==> src/design/bsa_pkg.sv <==
// Shared types and constants for the bitmap slot allocator.
// Used by bsa_ctrl, bsa_datapath and bitmap_slot_allocator_core; no dependencies.
package bsa_pkg;

    localparam int WORD_BITS   = 32;
    localparam int INDEX_SPAN  = 256;
    localparam int ADDR_W      = 48;
    localparam int SIZE_W      = 16;
    localparam int COUNT_W     = 9;
    localparam int INDEX_W     = 8;
    localparam int OPCODE_W    = 2;
    localparam int CFG_INDEX_W = 2;

    // Opcodes
    localparam logic [OPCODE_W-1:0] OP_FIND      = 2'd0;
    localparam logic [OPCODE_W-1:0] OP_MARK_USED = 2'd1;
    localparam logic [OPCODE_W-1:0] OP_MARK_FREE = 2'd2;

    // Configuration register indexes
    localparam logic [CFG_INDEX_W-1:0] CFG_BASE_ADDRESS = 2'd0;
    localparam logic [CFG_INDEX_W-1:0] CFG_SLOT_SIZE    = 2'd1;
    localparam logic [CFG_INDEX_W-1:0] CFG_SLOT_COUNT   = 2'd2;

    localparam logic [SIZE_W-1:0]  SLOT_SIZE_RESET  = 16'd64;
    localparam logic [COUNT_W-1:0] SLOT_COUNT_RESET = 9'd256;

    typedef struct packed {
        logic mark_en;
        logic mark_set;
        logic scan_start;
        logic scan_step;
        logic mul_en;
        logic out_load;
    } bsa_cmd_t;

    typedef struct packed {
        logic scan_hit;
        logic scan_last;
        logic out_free;
    } bsa_status_t;

endpackage

==> src/design/bitmap_slot_allocator_core.sv <==
// Bitmap slot allocator: keeps one used bit per slot and answers find requests with the
// lowest free slot and its address. A find scans the bitmap one 32-bit word per cycle,
// stopping at the first word with a free slot or at the last word, then multiplies the
// index by the slot size and adds the base address into the result register, waiting
// there while the previous result has not been taken. The bitmap sits in flip-flops
// cleared by reset, so no clearing pass is needed.
// Depends on bsa_pkg, bsa_ctrl and bsa_datapath.
module bitmap_slot_allocator_core #(
    parameter int MAX_SLOTS = 256
) (
    input  logic                            aclk,
    input  logic                            aresetn,
    input  logic                            s_tvalid,
    output logic                            s_tready,
    input  logic [15:0]                     s_tdata,   // opcode[1:0], slot_index[9:2]
    output logic                            m_tvalid,
    input  logic                            m_tready,
    output logic [63:0]                     m_tdata,   // found[0], free_index[8:1],
                                                       // slot_address[56:9]
    input  logic                            cfg_wr_en,
    input  logic [bsa_pkg::CFG_INDEX_W-1:0] cfg_index,
    input  logic [bsa_pkg::ADDR_W-1:0]      cfg_wdata
);

    logic [bsa_pkg::OPCODE_W-1:0] s_opcode;
    logic [bsa_pkg::INDEX_W-1:0]  s_slot_index;
    logic                         m_found;
    logic [bsa_pkg::INDEX_W-1:0]  m_free_index;
    logic [bsa_pkg::ADDR_W-1:0]   m_slot_address;
    bsa_pkg::bsa_cmd_t            cmd;
    bsa_pkg::bsa_status_t         status;

    assign s_opcode     = s_tdata[1:0];
    assign s_slot_index = s_tdata[9:2];

    bsa_ctrl u_ctrl (
        .aclk      (aclk),
        .aresetn   (aresetn),
        .in_valid  (s_tvalid),
        .in_opcode (s_opcode),
        .in_ready  (s_tready),
        .status    (status),
        .cmd       (cmd)
    );

    bsa_datapath #(
        .MAX_SLOTS (MAX_SLOTS)
    ) u_datapath (
        .aclk             (aclk),
        .aresetn          (aresetn),
        .cfg_wr_en        (cfg_wr_en),
        .cfg_index        (cfg_index),
        .cfg_wdata        (cfg_wdata),
        .in_slot_index    (s_slot_index),
        .cmd              (cmd),
        .status           (status),
        .out_ready        (m_tready),
        .out_valid        (m_tvalid),
        .out_found        (m_found),
        .out_free_index   (m_free_index),
        .out_slot_address (m_slot_address)
    );

    assign m_tdata = {7'd0, m_slot_address, m_free_index, m_found};

    // A find transaction leaves the input side stalled while it scans
    a_find_blocks_input: assert property (@(posedge aclk) disable iff (!aresetn)
        s_tvalid && s_tready && s_opcode == bsa_pkg::OP_FIND |=> !s_tready)
        else $error("input ready during find");

    // A new result only appears at the end of a find
    a_result_from_find: assert property (@(posedge aclk) disable iff (!aresetn)
        $rose(m_tvalid) |-> $past(!s_tready))
        else $error("result without a find in progress");

    // Not-found results carry zero index and address
    a_not_found_zero: assert property (@(posedge aclk) disable iff (!aresetn)
        m_tvalid && !m_found |-> m_free_index == '0 && m_slot_address == '0)
        else $error("not-found result with nonzero payload");

endmodule

==> src/design/bsa_ctrl.sv <==
// Controller state machine of the bitmap slot allocator.
// Depends on bsa_pkg for the command/status structs and opcodes.
module bsa_ctrl (
    input  logic                          aclk,
    input  logic                          aresetn,
    input  logic                          in_valid,
    input  logic [bsa_pkg::OPCODE_W-1:0]  in_opcode,
    output logic                          in_ready,
    input  bsa_pkg::bsa_status_t          status,
    output bsa_pkg::bsa_cmd_t             cmd
);

    localparam logic [1:0] ST_IDLE = 2'd0;
    localparam logic [1:0] ST_SCAN = 2'd1;
    localparam logic [1:0] ST_MUL  = 2'd2;
    localparam logic [1:0] ST_OUT  = 2'd3;

    logic [1:0] state_reg;
    logic [1:0] state_next;
    logic       accept;

    assign in_ready = (state_reg == ST_IDLE);
    assign accept   = in_valid && in_ready;

    always_comb begin
        state_next = state_reg;
        case (state_reg)
            ST_IDLE: begin
                if (accept && in_opcode == bsa_pkg::OP_FIND) begin
                    state_next = ST_SCAN;
                end
            end
            ST_SCAN: begin
                if (status.scan_hit || status.scan_last) begin
                    state_next = ST_MUL;
                end
            end
            ST_MUL: begin
                state_next = ST_OUT;
            end
            ST_OUT: begin
                if (status.out_free) begin
                    state_next = ST_IDLE;
                end
            end
            default: begin
                state_next = ST_IDLE;
            end
        endcase
    end

    always_comb begin
        cmd.mark_en    = accept && (in_opcode == bsa_pkg::OP_MARK_USED ||
                                    in_opcode == bsa_pkg::OP_MARK_FREE);
        cmd.mark_set   = (in_opcode == bsa_pkg::OP_MARK_USED);
        cmd.scan_start = accept && (in_opcode == bsa_pkg::OP_FIND);
        cmd.scan_step  = (state_reg == ST_SCAN);
        cmd.mul_en     = (state_reg == ST_MUL);
        cmd.out_load   = (state_reg == ST_OUT) && status.out_free;
    end

    always_ff @(posedge aclk) begin
        if (!aresetn) begin
            state_reg <= ST_IDLE;
        end else begin
            state_reg <= state_next;
        end
    end

endmodule

==> src/design/bsa_datapath.sv <==
// Datapath of the bitmap slot allocator: config registers, used bitmap,
// word scanner, address multiply/add and result register. Depends on bsa_pkg.
module bsa_datapath #(
    parameter int MAX_SLOTS = 256
) (
    input  logic                            aclk,
    input  logic                            aresetn,
    input  logic                            cfg_wr_en,
    input  logic [bsa_pkg::CFG_INDEX_W-1:0] cfg_index,
    input  logic [bsa_pkg::ADDR_W-1:0]      cfg_wdata,
    input  logic [bsa_pkg::INDEX_W-1:0]     in_slot_index,
    input  bsa_pkg::bsa_cmd_t               cmd,
    output bsa_pkg::bsa_status_t            status,
    input  logic                            out_ready,
    output logic                            out_valid,
    output logic                            out_found,
    output logic [bsa_pkg::INDEX_W-1:0]     out_free_index,
    output logic [bsa_pkg::ADDR_W-1:0]      out_slot_address
);

    localparam int SLOTS    = (MAX_SLOTS < bsa_pkg::INDEX_SPAN) ? MAX_SLOTS
                                                                 : bsa_pkg::INDEX_SPAN;
    localparam int NWORDS   = (SLOTS + bsa_pkg::WORD_BITS - 1) / bsa_pkg::WORD_BITS;
    localparam int MAP_BITS = NWORDS * bsa_pkg::WORD_BITS;
    localparam int MIDX     = $clog2(MAP_BITS);
    localparam int WIDX     = (NWORDS > 1) ? $clog2(NWORDS) : 1;
    localparam int BIT_W    = $clog2(bsa_pkg::WORD_BITS);
    localparam int PROD_W   = bsa_pkg::INDEX_W + bsa_pkg::SIZE_W;

    logic [bsa_pkg::ADDR_W-1:0]  base_reg;
    logic [bsa_pkg::SIZE_W-1:0]  size_reg;
    logic [bsa_pkg::COUNT_W-1:0] count_reg;
    logic [MAP_BITS-1:0]         used_map_reg;
    logic [WIDX-1:0]             wcnt_reg;
    logic                        found_reg;
    logic [bsa_pkg::INDEX_W-1:0] found_idx_reg;
    logic [PROD_W-1:0]           prod_reg;
    logic                        out_valid_reg;
    logic                        out_found_reg;
    logic [bsa_pkg::INDEX_W-1:0] out_idx_reg;
    logic [bsa_pkg::ADDR_W-1:0]  out_addr_reg;

    logic [bsa_pkg::COUNT_W-1:0]   limit;
    logic [bsa_pkg::WORD_BITS-1:0] scan_word;
    logic [bsa_pkg::WORD_BITS-1:0] free_vec;
    logic [bsa_pkg::COUNT_W-1:0]   word_base;
    logic [BIT_W-1:0]              hit_bit;
    logic                          hit;
    logic                          last;
    logic                          mark_ok;

    // Active count: slot_count clipped to min(MAX_SLOTS, 256)
    assign limit = (count_reg > bsa_pkg::COUNT_W'(SLOTS)) ? bsa_pkg::COUNT_W'(SLOTS)
                                                          : count_reg;

    assign mark_ok = ({1'b0, in_slot_index} < limit);

    always_comb begin
        scan_word = used_map_reg[wcnt_reg * bsa_pkg::WORD_BITS +: bsa_pkg::WORD_BITS];
        word_base = bsa_pkg::COUNT_W'(wcnt_reg) << BIT_W;
        for (int b = 0; b < bsa_pkg::WORD_BITS; b++) begin
            free_vec[b] = !scan_word[b] &&
                          ((word_base + bsa_pkg::COUNT_W'(b)) < limit);
        end
        hit_bit = '0;
        for (int b = bsa_pkg::WORD_BITS - 1; b >= 0; b--) begin
            if (free_vec[b]) begin
                hit_bit = BIT_W'(b);
            end
        end
    end

    assign hit  = |free_vec;
    assign last = (wcnt_reg == WIDX'(NWORDS - 1));

    assign status.scan_hit  = hit;
    assign status.scan_last = last;
    assign status.out_free  = !out_valid_reg || out_ready;

    always_ff @(posedge aclk) begin
        if (!aresetn) begin
            base_reg  <= '0;
            size_reg  <= bsa_pkg::SLOT_SIZE_RESET;
            count_reg <= bsa_pkg::SLOT_COUNT_RESET;
        end else if (cfg_wr_en) begin
            case (cfg_index)
                bsa_pkg::CFG_BASE_ADDRESS: base_reg  <= cfg_wdata;
                bsa_pkg::CFG_SLOT_SIZE:    size_reg  <= cfg_wdata[bsa_pkg::SIZE_W-1:0];
                bsa_pkg::CFG_SLOT_COUNT:   count_reg <= cfg_wdata[bsa_pkg::COUNT_W-1:0];
                default: ;
            endcase
        end
    end

    always_ff @(posedge aclk) begin
        if (!aresetn) begin
            used_map_reg <= '0;
        end else if (cmd.mark_en && mark_ok) begin
            used_map_reg[in_slot_index[MIDX-1:0]] <= cmd.mark_set;
        end
    end

    always_ff @(posedge aclk) begin
        if (!aresetn) begin
            wcnt_reg  <= '0;
            found_reg <= 1'b0;
        end else if (cmd.scan_start) begin
            wcnt_reg  <= '0;
            found_reg <= 1'b0;
        end else if (cmd.scan_step) begin
            if (hit) begin
                found_reg <= 1'b1;
            end
            if (!last) begin
                wcnt_reg <= wcnt_reg + 1'b1;
            end
        end
    end

    always_ff @(posedge aclk) begin
        if (cmd.scan_start) begin
            found_idx_reg <= '0;
        end else if (cmd.scan_step && hit) begin
            found_idx_reg <= bsa_pkg::INDEX_W'(word_base + bsa_pkg::COUNT_W'(hit_bit));
        end
        if (cmd.mul_en) begin
            prod_reg <= found_idx_reg * size_reg;
        end
        if (cmd.out_load) begin
            out_found_reg <= found_reg;
            out_idx_reg   <= found_idx_reg;
            out_addr_reg  <= found_reg ? (base_reg + bsa_pkg::ADDR_W'(prod_reg)) : '0;
        end
    end

    // Hold the result until the downstream side takes it
    always_ff @(posedge aclk) begin
        if (!aresetn) begin
            out_valid_reg <= 1'b0;
        end else if (cmd.out_load) begin
            out_valid_reg <= 1'b1;
        end else if (out_ready) begin
            out_valid_reg <= 1'b0;
        end
    end

    assign out_valid        = out_valid_reg;
    assign out_found        = out_found_reg;
    assign out_free_index   = out_idx_reg;
    assign out_slot_address = out_addr_reg;

endmodule
==> config.mk <==
export PLATFORM = sky130hd
export DESIGN_NAME = bitmap_slot_allocator_core
export DESIGN_NICKNAME = d
export VERILOG_FILES = /design/src/design/bsa_pkg.sv /design/src/design/bitmap_slot_allocator_core.sv /design/src/design/bsa_ctrl.sv /design/src/design/bsa_datapath.sv
export SDC_FILE = /design/constraint.sdc
export NUM_CORES = 1
export LEC_CHECK = 0
export CAP_MARGIN = 40
export CORE_ASPECT_RATIO = 0.8
export CORE_MARGIN = 1.5
export CORE_UTILIZATION = 65
export CTS_CLUSTER_SIZE = 12
export DETAILED_ROUTE_END_ITERATION = 8
export DONT_BUFFER_PORTS = 1
export PLACE_DENSITY = 0.81
export SYNTH_ARGS = -nofsm -noshare
export SYNTH_HDL_FRONTEND = slang
export SYNTH_SLANG_ARGS = --single-unit
==> constraint.sdc <==
create_clock -name aclk -period 5.9 [get_ports aclk]
set_input_delay 0.59 -clock aclk [delete_from_list [all_inputs] [get_ports aclk]]
set_output_delay 0.59 -clock aclk [all_outputs]
set_load 0.03 [all_outputs]
---- After elaboration in Yosys (flattened, before gate mapping) ----
Cells that the tools add are included.
word-level totals
  bits in registers ....................... 425
  input port bits ......................... 71
  output and inout port bits .............. 66
  logic and storage cells ................. 227
operators by class
  $add $sub $neg .......................... 34
  multiply operators ...................... 1
  $lt $le $gt $ge ......................... 36
  equal/unequal tests ..................... 11
  shifts and indexed selects .............. 1
  muxes and demuxes ....................... 42
  bitwise logic cells ..................... 2
  reduce and logical (&&, ||, !) cells .... 87
operators by type and width
  operator                                             count
  < comparator 9 bit                                   31
  bitwise mux 256 bit                                  1
  indexed part select 256 x 9 -> 32 bit                1
  2-to-1 mux 5 bit                                     32
  adder 8 x 5 -> 9 bit, second input constant          16
  adder 8 x 4 -> 9 bit, second input constant          8
  adder 48 x 24 -> 48 bit                              1
  logical AND 1 bit                                    39
  adder 8 x 3 -> 9 bit, second input constant          4
  logical NOT 1 bit                                    33
  OR reduction 32 bit                                  1
  multiplier 8 x 16 -> 24 bit                          1
  adder 8 x 2 -> 9 bit, second input constant          2
  < comparator 8 x 9 -> 1 bit                          2
  AND reduction 2 bit                                  5
  adder 8 x 1 -> 9 bit, second input constant          1
  > comparator 9 bit, second input constant            1
  < comparator 8 x 9 -> 1 bit, second input constant   1
  2-to-1 mux 9 bit                                     1
  adder 8 x 5 -> 8 bit                                 1
  demux 1 bit (select 8 bit)                           1
  == test 2 bit, second input constant                 4
  >= comparator 8 x 1 -> 1 bit, second input constant  1
  case mux 2 bit (4 select lines)                      1
  other kinds (13)                                     25

---- Depth between registers and ports, before layout ----
  depth in word-level cells ............... 37
  mapped depth ............................ 21

---- Modules after synthesis ----
Synthesis repeated with hierarchy kept, for this count alone.
second synthesis, totals
  cells, all modules ...................... 2549
  area total of the unflattened synthesis .. 25473.2 sq um
modules (own cells, without submodules)
  module                      times used  cells an instance  area an instance (sq um)  sequential area each (sq um)
  bsa_datapath                1           2514               25166.6                   9278.9
  bsa_ctrl                    1           26                 242.7                     40.0
  bitmap_slot_allocator_core  1           9                  63.8                      0.0

---- Worst setup path before layout ----
No wires, ideal clock.
  kind .................................... reg-to-reg
  start point ............................. register u_datapath.found_idx_reg[6] (netlist name)
  end point ............................... register u_datapath.prod_reg[21], data pin
  setup time .............................. 258 ps
  arrival ................................. 5102 ps
  path slack .............................. 541 ps
  stages on the path, launching flop included .. 19
  buffers on the path ..................... 2
  cells stage by stage .................... dfxtp_1 > clkbuf_1 > clkbuf_1 > nand2_1 > fa_1 > inv_1 > fa_1 > fa_1 > fa_1 > ha_1 > o2111a_1 > a2111oi_2 > o211ai_1 > a41oi_1 > a2111oi_0 > o21a_1 > o21ai_0 > nor2b_1 > xnor2_1
on the way
  cells in the longest elaborated chain, start to end .. 1
ends and longest elaborated chain
  element                      line                 text
  start: declaration           bsa_datapath.sv:36   logic [bsa_pkg::INDEX_W-1:0] found_idx_reg;
  start signal: assignment     bsa_datapath.sv:124  found_idx_reg <= bsa_pkg::INDEX_W'(word_base + bsa_pkg::COUNT_W'(hit_bit));
  multiplier 8 x 16 -> 24 bit  bsa_datapath.sv:127  prod_reg <= found_idx_reg * size_reg;
  end signal: assignment       bsa_datapath.sv:127
  end: declaration             bsa_datapath.sv:37   logic [PROD_W-1:0] prod_reg;
No other way between the ends.
A chain may end at the register's enable or synchronous reset.

---- Worst setup path after layout ----
  start point ............................. register u_datapath.size_reg[1] (netlist name)
  end point ............................... register u_datapath.prod_reg[23], data pin
on the way
  cells in the longest elaborated chain, start to end .. 1
ends and longest elaborated chain
  element                      line                 text
  start: declaration           bsa_datapath.sv:31   logic [bsa_pkg::SIZE_W-1:0] size_reg;
  start signal: assignment     bsa_datapath.sv:83   size_reg <= bsa_pkg::SLOT_SIZE_RESET;
  start signal: assignment     bsa_datapath.sv:88   bsa_pkg::CFG_SLOT_SIZE: size_reg <= cfg_wdata[bsa_pkg::SIZE_W-1:0];
  multiplier 8 x 16 -> 24 bit  bsa_datapath.sv:127
No other way between the ends.

==> impl_table.tex <==
\begin{tabular}{lr}
\hline
Metric & Value \\
\hline
\multicolumn{2}{l}{\textbf{Outcome}} \\
Run status & finished clean \\
\multicolumn{2}{l}{\textbf{CTS}} \\
Number of buffers between clock root and the deepest sink & 3 \\
TritonCTS Sinks & 425 \\
CTS tree & built \\
Clock root buffer & sky130\_fd\_sc\_hd\_\_clkbuf\_16 \\
Buffers inserted by post-CTS timing repair & 0 \\
Clock Latency Late Sink & roughly 580 ps \\
Number of buffers added by the clock tree synthesis step & 44 \\
Clock transition at the registers of the reported paths & 70 ps \\
Level count of the clock H-tree & 2 \\
\multicolumn{2}{l}{\textbf{Pwr}} \\
Cell area power density & 262 nW/µm² \\
Leakage power figure & 9.64 nW \\
Highest ir drop seen on vdd & 254 µV \\
\multicolumn{2}{l}{\textbf{STA}} \\
Setup TNS after final layout & 0 ps \\
Max-slew violations & 0 \\
Highest clock rate & roughly 0.18 GHz \\
Transition time at the pin with the least slew margin & 1410 ps \\
Count of endpoints failing hold in the final timing report & 0 \\
Count of endpoints failing setup in the final report & 0 \\
Shortest period the worst path allows & 5600 ps \\
Final period utilization & 94.8\% \\
Minimum hold slack & 149 ps \\
Relative slew slack & 5.68\% \\
Worst clock skew & $\sim$27 ps \\
\multicolumn{2}{l}{\textbf{Place}} \\
DP Area & 25300 µm² \\
I/O Buffers & 0 \\
HPWL after DPL & 42.5 mm \\
Final weighted congestion in routability-driven placement & 0.949 \\
\multicolumn{2}{l}{\textbf{Yosys}} \\
Netlist area before placement & 25400 µm² \\
Ys async rst share & 0\% \\
Most frequent cell after synthesis & sky130\_fd\_sc\_hd\_\_dfxtp\_1 \\
Synth unique cells & 84 \\
Most instantiated flip-flop cell in the synthesis netlist & sky130\_fd\_sc\_hd\_\_dfxtp\_1 \\
Most frequent cells after synthesis & sky130\_fd\_sc\_hd\_\_dfxtp\_1 (344), sky130\_fd\_sc\_hd\_\_nand2\_1 (278), sky130\_fd\_sc\_hd\_\_o311ai\_0 (256), sky130\_fd\_sc\_hd\_\_o41ai\_1 (256), sky130\_fd\_sc\_hd\_\_clkbuf\_1 (245) \\
Leading area contributor after synthesis & sky130\_fd\_sc\_hd\_\_dfxtp\_1 \\
Warning count from the yosys run & 0 \\
Sequential-to-total area share from yosys stat & a little under two fifths \\
Number of enable-type register cells in the synthesized netlist & between 80 and 90 \\
Per-instance average area after synthesis & 9.92 µm² \\
Area contributors post-synth & sky130\_fd\_sc\_hd\_\_dfxtp\_1 (27\%), sky130\_fd\_sc\_hd\_\_edfxtp\_1 (9.6\%), sky130\_fd\_sc\_hd\_\_o311ai\_0 (8.8\%) \\
Total of flip-flops plus latches after synthesis & 425 \\
Top-area cell type share of the netlist area & 27.1\% \\
Post-Synthesis Cells & 2559 \\
\multicolumn{2}{l}{\textbf{Floorplanning}} \\
Placeable core area & 38400 µm² \\
Die Span X & 224 µm \\
Number of cell rows & 64 \\
DIE AREA & 40300 µm² \\
Starting Density & 66.2\% \\
Number of top-level pins & 137 \\
Die H & 180 µm \\
\multicolumn{2}{l}{\textbf{Route}} \\
Total length of routed wires & 66.2 mm \\
Final ANT Viol Nets & 0 \\
Overall via count from detail\_route & 20.9k \\
Number of search-and-repair iterations in the first detailed-routing pass & 6 \\
Highest layer used for signal routing & met5 \\
Number of DRC violations after detailed routing & 0 \\
Met2 wirelength from detailed routing & 29.7 mm \\
Violation count after the first detailed-routing iteration & between 2k and 3k \\
Routed vias/inst & 7.21 \\
Routed met1 length & between 20 and 30 mm \\
Routed wire per std cell & 22.9 µm \\
Total met3 wirelength after detailed routing & around 6.4 mm \\
\multicolumn{2}{l}{\textbf{Layout}} \\
NumNets Final & 2612 \\
Design Area, Final & 26700 µm² \\
Post-route core utilization & a little over two thirds \\
Number of inserted diodes & 0 \\
Filler cell count & 2776 \\
Proportion of layout cells with a drive suffix above 1 & 8.59\% \\
Number of flip-flops under the largest register name & 256 \\
P\&R area growth vs syn & 5.13\% \\
\multicolumn{2}{l}{\textbf{Worst setup path}} \\
Nature of the critical path endpoint & flip-flop \\
Crit path arrival time & 5910 ps \\
Req. time, crit path & between 6000 and 7000 ps \\
Type of the worst setup path & flip-flop to flip-flop \\
Kind of start point of the critical path & flip-flop \\
Highest net fanout along the worst path & 9 \\
\multicolumn{2}{l}{\textbf{Global routing}} \\
Total global-route track usage & 32.2\% \\
Maximum number of pins on one net before global-route repair & 336 \\
Overflow left after global routing & 0 \\
Number of global-route vias before repair & 19.8k \\
Wire length of the first global-routing pass & 106 mm \\
Number of antenna violations at the first check in global routing & 1 \\
\multicolumn{2}{l}{\textbf{Flow run}} \\
Max capacitance violation total & 0 \\
\multicolumn{2}{l}{\textbf{Min path}} \\
Class of the most critical hold timing path & input pin to flip-flop \\
\hline
\end{tabular}
==> critical path: stages, from the launching register on <==
cell and delay [ps]:
sky130_fd_sc_hd__dfxtp_1 500, sky130_fd_sc_hd__and2_1 210, sky130_fd_sc_hd__fa_1 460, sky130_fd_sc_hd__fa_1 530
sky130_fd_sc_hd__fa_1 550, sky130_fd_sc_hd__inv_1 50, sky130_fd_sc_hd__fa_1 530, sky130_fd_sc_hd__inv_1 40
sky130_fd_sc_hd__ha_1 360, sky130_fd_sc_hd__o2111a_1 200, sky130_fd_sc_hd__a2111oi_4 420, sky130_fd_sc_hd__o211ai_1 270
sky130_fd_sc_hd__a41oi_1 350, sky130_fd_sc_hd__a2111oi_1 140, sky130_fd_sc_hd__o21a_1 200, sky130_fd_sc_hd__o21ai_0 220
sky130_fd_sc_hd__a21oi_1 120, sky130_fd_sc_hd__xnor2_1 140
==> worst paths after layout <==
kind	start	end	slack, ps	depth (start not counted)
max reg2reg	u_datapath.size_reg[1]	u_datapath.prod_reg[23]	300	17
max	u_datapath.size_reg[1]	u_datapath.prod_reg[23]	300	17
min	cfg_wdata[6]	u_datapath.size_reg[6]	150	2
min reg2reg	u_datapath.base_reg[8]	u_datapath.base_reg[8]	470	2
==> per-stage QoR <==
step                      total power [W]  instances  worst slack [ps]
after floorplan                   0.00422       2565               541
after global placement            0.00435       2801               333
after detailed placement          0.00440       2816               226
after CTS                         0.00700       2890               183
after global routing              0.00726       2892             -13.8
final                             0.00700       2892               304
==> cell usage in the layout (no fill, tap or decap), types with 67 or more instances in the layout <==
master	instances
sky130_fd_sc_hd__and2_1	67
sky130_fd_sc_hd__dfxtp_1	340
sky130_fd_sc_hd__edfxtp_1	81
sky130_fd_sc_hd__fa_1	85
sky130_fd_sc_hd__ha_1	87
sky130_fd_sc_hd__inv_1	114
sky130_fd_sc_hd__nand2_1	277
sky130_fd_sc_hd__nor2_1	91
sky130_fd_sc_hd__o311ai_0	256
sky130_fd_sc_hd__o41ai_1	256
==> routing by layer <==
| layer | GRT usage, % | vias to the layer above |
|---|---|---|
| met2 | 48.8 | 1034 |
| met1 | 46.8 | 10200 |
| met4 | 9.05 | 2 |
| met3 | 6.47 | 112 |
| li1 | - | 9496 |
| met5 | 0 | - |
==> layout make-up <==
type                            count  area, µm²  area share (%)
Multi-Input combinational cell   1725      14400            54.0
Sequential cell                   425       9330            34.9
Clock buffer                       65       1200            4.49
Tap cell                          495        619            2.32
Timing Repair Buffer               57        583            2.18
Inverter                          116        435            1.63
Clock inverter                      9        109           0.408
==> cell families (layout without fill, tap and decap cells) <==
family / count (synthesis) / count (layout) / synth area share [%]
AO/OA/AOI/OAI: 767 / 767 / 24.6
XOR/XNOR: 53 / 53 / 1.83
adder cells (fa/ha/maj): 172 / 172 / 11.0
buffers and inverters: 415 / 247 / 6.78
flip-flops: 425 / 425 / 36.7
multiplexers: 107 / 107 / 7.52
other: 1 / 7 / 0.0148
AND/OR/NAND/NOR: 619 / 619 / 11.6
==> timing repair <==
action                                  in CTS  in global routing
hold buffers                                 0                  0
endpoints found under the setup margin       0                  2
resized for setup                            0                  3
==> power by group <==
part	internal (W)	total (W)	switching [W]
Sequential	0.00306	0.00323	0.000167
Clock	0.00146	0.00264	0.00118
Combinational	0.000375	0.00114	0.000766
Total	0.00489	0.00700	0.00211
No activity file was read; power rests on OpenSTA's default activity.
